--- src/assert_macros.svh ---
// Assertion macros for the fit-to-viewport RTL.
`ifndef ASSERT_MACROS_SVH
`define ASSERT_MACROS_SVH
`ifndef NO_ASSERTIONS
// Checked on every rising clock edge outside reset.
`define SFV_ASSERT(lbl, prop, msg) \
  lbl: assert property (@(posedge clk_i) disable iff (!rst_ni) prop) else $error(msg);
// Checked on every rising clock edge, reset included.
`define SFV_ASSERT_ALWAYS(lbl, prop, msg) \
  lbl: assert property (@(posedge clk_i) prop) else $error(msg);
`else
`define SFV_ASSERT(lbl, prop, msg)
`define SFV_ASSERT_ALWAYS(lbl, prop, msg)
`endif
`endif

--- src/sfv_pkg.sv ---
// Types, constants and codes shared by the fit-to-viewport block.
package sfv_pkg;

  localparam int unsigned MAX_SEGMENTS_DEF = 64;
  localparam int unsigned COORD_W = 32;
  localparam int unsigned WIN_W = 13;
  localparam int unsigned MARGIN_W = 12;
  localparam int unsigned CFG_IDX_W = 2;
  localparam int unsigned CFG_DATA_W = 13;
  localparam int unsigned DIV_STEPS = 45;

  localparam logic [WIN_W-1:0] WIN_WIDTH_RST = 13'd800;
  localparam logic [WIN_W-1:0] WIN_HEIGHT_RST = 13'd600;
  localparam logic [MARGIN_W-1:0] MARGIN_RST = 12'd0;
  localparam logic signed [COORD_W-1:0] COORD_MAX = 32'sh7FFF_FFFF;
  localparam logic signed [COORD_W-1:0] COORD_MIN = 32'sh8000_0000;
  localparam logic [31:0] SCALE_ONE = 32'h0001_0000;

  // Configuration register indexes.
  typedef enum logic [CFG_IDX_W-1:0] {
    CFG_WINDOW_WIDTH  = 2'd0,
    CFG_WINDOW_HEIGHT = 2'd1,
    CFG_BORDER_MARGIN = 2'd2
  } cfg_reg_e;

  // Controller states.
  typedef enum logic [3:0] {
    S_LOAD,
    S_DIVX_LD,
    S_DIVX_RUN,
    S_DIVY_LD,
    S_DIVY_RUN,
    S_READ,
    S_DIFF,
    S_MUL0,
    S_MUL1,
    S_RND,
    S_SAT,
    S_OUT
  } ctrl_state_e;

  // Commands from the controller to the datapath.
  typedef struct packed {
    logic in_ready;
    logic out_valid;
    logic load;
    logic div_ld_x;
    logic div_ld_y;
    logic div_step;
    logic save_x;
    logic save_y;
    logic rd;
    logic diff;
    logic mul0;
    logic mul1;
    logic rnd;
    logic sat;
    logic next_idx;
    logic clear;
  } ctrl_cmd_t;

  // Status from the datapath to the controller.
  typedef struct packed {
    logic div_done;
    logic coord_last;
    logic idx_last;
  } dp_status_t;

endpackage

--- src/sfv_ctrl.sv ---
// Controller state machine for the fit-to-viewport block.
`include "assert_macros.svh"

module sfv_ctrl (
  input  logic                clk_i,
  input  logic                rst_ni,
  input  logic                in_valid_i,
  input  logic                in_final_i,
  input  logic                out_ready_i,
  input  sfv_pkg::dp_status_t status_i,
  output sfv_pkg::ctrl_cmd_t  cmd_o
);

  sfv_pkg::ctrl_state_e state_q, state_d;

  // State register.
  always_ff @(posedge clk_i or negedge rst_ni) begin
    if (!rst_ni) begin
      state_q <= sfv_pkg::S_LOAD;
    end else begin
      state_q <= state_d;
    end
  end

  // Next state and commands.
  always_comb begin
    state_d = state_q;
    cmd_o = '0;
    case (state_q)
      sfv_pkg::S_LOAD: begin
        cmd_o.in_ready = 1'b1;
        cmd_o.load = in_valid_i;
        if (in_valid_i && in_final_i) state_d = sfv_pkg::S_DIVX_LD;
      end
      sfv_pkg::S_DIVX_LD: begin
        cmd_o.div_ld_x = 1'b1;
        state_d = sfv_pkg::S_DIVX_RUN;
      end
      sfv_pkg::S_DIVX_RUN: begin
        if (status_i.div_done) begin
          cmd_o.save_x = 1'b1;
          state_d = sfv_pkg::S_DIVY_LD;
        end else begin
          cmd_o.div_step = 1'b1;
        end
      end
      sfv_pkg::S_DIVY_LD: begin
        cmd_o.div_ld_y = 1'b1;
        state_d = sfv_pkg::S_DIVY_RUN;
      end
      sfv_pkg::S_DIVY_RUN: begin
        if (status_i.div_done) begin
          cmd_o.save_y = 1'b1;
          state_d = sfv_pkg::S_READ;
        end else begin
          cmd_o.div_step = 1'b1;
        end
      end
      sfv_pkg::S_READ: begin
        cmd_o.rd = 1'b1;
        state_d = sfv_pkg::S_DIFF;
      end
      sfv_pkg::S_DIFF: begin
        cmd_o.diff = 1'b1;
        state_d = sfv_pkg::S_MUL0;
      end
      sfv_pkg::S_MUL0: begin
        cmd_o.mul0 = 1'b1;
        state_d = sfv_pkg::S_MUL1;
      end
      sfv_pkg::S_MUL1: begin
        cmd_o.mul1 = 1'b1;
        state_d = sfv_pkg::S_RND;
      end
      sfv_pkg::S_RND: begin
        cmd_o.rnd = 1'b1;
        state_d = sfv_pkg::S_SAT;
      end
      sfv_pkg::S_SAT: begin
        cmd_o.sat = 1'b1;
        state_d = status_i.coord_last ? sfv_pkg::S_OUT : sfv_pkg::S_DIFF;
      end
      sfv_pkg::S_OUT: begin
        cmd_o.out_valid = 1'b1;
        if (out_ready_i) begin
          if (status_i.idx_last) begin
            cmd_o.clear = 1'b1;
            state_d = sfv_pkg::S_LOAD;
          end else begin
            cmd_o.next_idx = 1'b1;
            state_d = sfv_pkg::S_READ;
          end
        end
      end
      default: begin
        state_d = sfv_pkg::S_LOAD;
      end
    endcase
  end

  `SFV_ASSERT(a_ready_excl, cmd_o.in_ready |-> !cmd_o.out_valid, "input and output both open")
  `SFV_ASSERT(a_div_to_y, (state_q == sfv_pkg::S_DIVX_RUN && status_i.div_done) |=> (state_q == sfv_pkg::S_DIVY_LD), "Y division not started")
  `SFV_ASSERT(a_burst_end, (cmd_o.out_valid && out_ready_i && status_i.idx_last) |=> cmd_o.in_ready, "no return to loading after last result")

endmodule

--- config.mk ---
export PLATFORM = sky130hd
export DESIGN_NAME = sfv_ctrl
export DESIGN_NICKNAME = d
export VERILOG_FILES = /design/src/sfv_pkg.sv /design/src/sfv_ctrl.sv
export VERILOG_INCLUDE_DIRS = /design/src /design/src/src
export SDC_FILE = /design/constraint.sdc
export NUM_CORES = 1
export LEC_CHECK = 0
export BUFFER_PORTS_ARGS = -buffer_cell sky130_fd_sc_hd__clkbuf_2
export CORE_AREA = 2 2 39 41
export CTS_CLUSTER_DIAMETER = 100
export DETAILED_ROUTE_END_ITERATION = 7
export DIE_AREA = 0 0 41 43
export GPL_ROUTABILITY_DRIVEN = 0
export PLACE_DENSITY_LB_ADDON = 0.2
export SLEW_MARGIN = 25
export SYNTH_ARGS = -nofsm -noshare
export SYNTH_HDL_FRONTEND = slang
export SYNTH_SLANG_ARGS = --single-unit
--- constraint.sdc ---
create_clock -name clk_i -period 1.7 [get_ports clk_i]
set_input_delay 0.17 -clock clk_i [delete_from_list [all_inputs] [get_ports clk_i]]
set_output_delay 0.17 -clock clk_i [all_outputs]
set_load 0.05 [all_outputs]
==> impl_results.html <==
<table>
<tr><th>Metric</th><th>Value</th></tr>
<tr><th colspan="2">Status</th></tr>
<tr><td>Result of the run</td><td>complete, no violations</td></tr>
<tr><th colspan="2">Worst setup path</th></tr>
<tr><td>Arrival time worst endpoint</td><td>1470 ps</td></tr>
<tr><td>Capture instance of the worst register-to-register path</td><td>state_q[0]</td></tr>
<tr><td>Total number of cells along the worst setup path</td><td>4</td></tr>
<tr><td>Critical path launch point</td><td>state_q[3]</td></tr>
<tr><td>Critical path type</td><td>reg -&gt; out</td></tr>
<tr><td>Data required time at the worst endpoint</td><td>around 1500 ps</td></tr>
<tr><td>Count of buffer and inverter cells on the critical path</td><td>2</td></tr>
<tr><td>Worst-case register-to-register setup slack</td><td>170 ps</td></tr>
<tr><td>R2R Path Start</td><td>state_q[2]</td></tr>
<tr><td>End of the critical path</td><td>cmd_o[13]</td></tr>
<tr><td>Largest fanout of any net on the critical path</td><td>8</td></tr>
<tr><td>Series of cell instances along the critical path</td><td>buf_6 &gt; nor4_4 &gt; and2_4 &gt; buf_8</td></tr>
<tr><td>R2r worst-path depth</td><td>5</td></tr>
<tr><td>Launching element type of the critical path</td><td>flip-flop</td></tr>
<tr><td>Worst setup EP type</td><td>primary output</td></tr>
<tr><td>Cell type of the slowest stage on the worst timing path</td><td>dfrtp_2</td></tr>
<tr><td>Family of cells with the greatest summed delay on the critical path</td><td>simple AND/OR/NAND/NOR gates</td></tr>
<tr><td>Largest stage delay, worst path</td><td>440 ps</td></tr>
<tr><th colspan="2">Clock network</th></tr>
<tr><td>Number of CTS-inserted buffers</td><td>3</td></tr>
<tr><td>Clk pin slew, worst setup/hold paths</td><td>40 ps</td></tr>
<tr><td>Largest buffer count on any clock path</td><td>2</td></tr>
<tr><td>Maximum level of the CTS H-tree</td><td>1</td></tr>
<tr><td>Root Driver</td><td>clkbuf_4</td></tr>
<tr><td>Skew-Pair Late Insertion Delay</td><td>approximately 240 ps</td></tr>
<tr><td>Clock tree sinks</td><td>4</td></tr>
<tr><td>Clock tree from TritonCTS</td><td>done</td></tr>
<tr><th colspan="2">Final layout</th></tr>
<tr><td>Final cell utilization of the core</td><td>between 40% and 50%</td></tr>
<tr><td>Number of inserted diodes</td><td>0</td></tr>
<tr><td>Layout Area Growth over Synthesis</td><td>59.0%</td></tr>
<tr><td>Number of flip-flops in the largest register</td><td>4</td></tr>
<tr><td>Most frequent standard cell in the layout excluding fill and tap cells</td><td>clkbuf_2</td></tr>
<tr><td>Count of non-filler cells in the finished layout</td><td>approximately 100</td></tr>
<tr><td>Number of nets in the layout</td><td>between 90 and 100</td></tr>
<tr><td>Biggest register</td><td>state_q</td></tr>
<tr><td>Largest registers</td><td>state_q x4</td></tr>
<tr><td>Layout cell share with drive strength beyond 1</td><td>52.9%</td></tr>
<tr><td>Most frequent cells in the layout</td><td>18 x clkbuf_2, 10 x nor2_1, 7 x nand2_1, 5 x buf_4</td></tr>
<tr><th colspan="2">Pwr</th></tr>
<tr><td>Overall power consumption</td><td>roughly 0.0013 W</td></tr>
<tr><td>Power per Cell Area</td><td>2020 nW/um2</td></tr>
<tr><td>Peak supply drop</td><td>0.000617 V</td></tr>
<tr><td>Static leakage</td><td>0.328 nW</td></tr>
<tr><th colspan="2">Global routing</th></tr>
<tr><td>Met2 Use GR</td><td>20.3%</td></tr>
<tr><td>Vias in the first global route</td><td>between 400 and 500</td></tr>
<tr><td>GRT Overall Usage</td><td>16.8%</td></tr>
<tr><td>Initial antenna violation count</td><td>0</td></tr>
<tr><td>Busiest layer in global routing</td><td>met1</td></tr>
<tr><td>GR met3 Demand/Resource</td><td>under 10%</td></tr>
<tr><td>Aggregate global routing overflow</td><td>0</td></tr>
<tr><td>First-pass GRT wire length</td><td>a little under 2 mm</td></tr>
<tr><td>Routing usage on met1</td><td>roughly a quarter</td></tr>
<tr><td>Maximum number of pins on one net before global-route repair</td><td>12</td></tr>
<tr><th colspan="2">Timing</th></tr>
<tr><td>Maximum achievable frequency</td><td>608 MHz</td></tr>
<tr><td>Final critical-path setup slack</td><td>55.3 ps</td></tr>
<tr><td>Final hold violation count</td><td>0</td></tr>
<tr><td>Remaining max-slew budget at the tightest pin</td><td>about 80%</td></tr>
<tr><td>Final worst path period share</td><td>96.7%</td></tr>
<tr><td>Total negative slack for setup checks</td><td>0 ps</td></tr>
<tr><td>Max-slew violations</td><td>0</td></tr>
<tr><td>Worst clock skew on the final layout</td><td>0.146 ps</td></tr>
<tr><td>Final critical-path required period</td><td>1640 ps</td></tr>
<tr><td>Setup-failing EPs final</td><td>0</td></tr>
<tr><td>Slew of the pin with the lowest slew margin</td><td>283 ps</td></tr>
<tr><th colspan="2">Drt</th></tr>
<tr><td>Final Routed Wirelength</td><td>1.23 mm</td></tr>
<tr><td>Post-route DRC violation count</td><td>0</td></tr>
<tr><td>Via count</td><td>between 500 and 600</td></tr>
<tr><td>Final routed wire length divided by cell count</td><td>around 12 um</td></tr>
<tr><td>Number of DRC violations after detailed-routing iteration 0</td><td>22</td></tr>
<tr><td>1st-pass router iterations</td><td>4</td></tr>
<tr><td>Routed Antenna Nets</td><td>0</td></tr>
<tr><td>Vias per std cell</td><td>5.02</td></tr>
<tr><th colspan="2">Place</th></tr>
<tr><td>Count of buffers inserted at the top-level ports</td><td>23</td></tr>
<tr><td>Worst setup slack after placement</td><td>169 ps</td></tr>
<tr><td>Final HPWL from detailed placement</td><td>885 um</td></tr>
<tr><td>Placed insts</td><td>98</td></tr>
<tr><th colspan="2">Worst hold path</th></tr>
<tr><td>Class of the worst hold path</td><td>in -&gt; async</td></tr>
<tr><th colspan="2">Synthesis</th></tr>
<tr><td>Synthesis-stage register bit count</td><td>4</td></tr>
<tr><td>Number of cells produced by synthesis</td><td>58</td></tr>
<tr><td>Number of distinct library cells after synthesis</td><td>27</td></tr>
<tr><td>Avg Synthesized Cell Area</td><td>a little over 7 um2</td></tr>
<tr><td>Synthesis warning total</td><td>0</td></tr>
<tr><td>Combined area of all synthesized cells</td><td>415 um2</td></tr>
<tr><td>Sequential share of the synthesized area</td><td>roughly 24%</td></tr>
<tr><td>Net count after synthesis</td><td>66</td></tr>
<tr><th colspan="2">Die</th></tr>
<tr><td>Area of the die</td><td>1760 um2</td></tr>
<tr><td>Width of the chip</td><td>41 um</td></tr>
<tr><td>DIE HEIGHT</td><td>43 um</td></tr>
<tr><td>Area of the core</td><td>1380 um2</td></tr>
<tr><td>Ports</td><td>24</td></tr>
<tr><td>Placement Rows</td><td>14</td></tr>
<tr><td>Effective utilization at floorplan</td><td>30.0%</td></tr>
<tr><th colspan="2">Job</th></tr>
<tr><td>Max-cap violations</td><td>0</td></tr>
</table>
==> cell families (layout without fill, tap and decap cells) <==
| group | count (synthesis) | count (layout) | synth area share [%] |
|---|---|---|---|
| XOR/XNOR | 1 | 1 | 2.11 |
| buffers and inverters | 8 | 37 | 11.7 |
| multiplexers | 1 | 1 | 2.41 |
| AO/OA/AOI/OAI | 13 | 13 | 19.3 |
| flip-flops | 4 | 4 | 24.1 |
| AND/OR/NAND/NOR | 31 | 31 | 40.4 |
==> Yosys cell counts (all sizes together) <==
master	number	area share [%]
nor2	10	9.0
nand2	8	7.2
a21oi	4	4.8
buf	4	8.1
dfrtp	4	24
inv	4	3.6
nor3	4	4.8
o21ai	4	4.8
nand2b	2	3.6
nor4	2	6.6
a211oi	1	1.8
a22oi	1	1.8
a32o	1	2.4
and2	1	1.5
and3	1	1.5
mux2i	1	2.4
nor3b	1	3.0
o22ai	1	1.5
o32ai	1	2.1
or2	1	1.5
or3	1	1.5
xnor2	1	2.1
==> metal layers <==
layer	share of wire [%]	up-vias
met5	0	-
met4	1.9	0
met3	7.8	3
met2	47	24
met1	43	229
li1	-	261
==> what timing repair did <==
action / CTS / global route
gates resized for setup: 5 / 9
hold endpoints to repair: 4 / 0
pin swaps: 0 / 2
hold buffers: 1 / 0
setup buffers: 0 / 1
endpoints found under the setup margin: 3 / 3
==> worst min-delay path by stage <==
stage           start    endpoint  slack [ps]  cells after the start
2_1_floorplan  rst_ni  state_q[0]        -130                      0
3_3_place_gp   rst_ni  state_q[0]         -20                      1
3_5_place_dp   rst_ni  state_q[1]         -20                      1
4_1_cts        rst_ni  state_q[2]         270                      2
5_1_grt        rst_ni  state_q[2]         290                      2
6_report       rst_ni  state_q[1]         270                      2
==> through the flow <==
stage / area [um2] / hold WS, ps
final: 661 / 272
after detailed placement: 584 / -18.1
after CTS: 633 / 266
after global routing: 661 / 294
after floorplan: 449 / -126
after global placement: 584 / -19.3
==> where the power goes <==
part	internal, W	switching (W)
Sequential	0.000141	0.0000412
Combinational	0.000334	0.000691
Clock	0.0000794	0.0000456
Total	0.000554	0.000778
==> cell type report <==
| type | instances | area (um2) |
|---|---|---|
| sequential | 4 | 101 |
| multi-input combinational | 46 | 307 |
| timing repair buffer | 30 | 195 |
| inverter | 4 | 15.0 |
| clock buffer | 3 | 22.5 |
| tap | 16 | 20.0 |
| fill | 148 | 723 |
(Power assumes the default switching activity.)
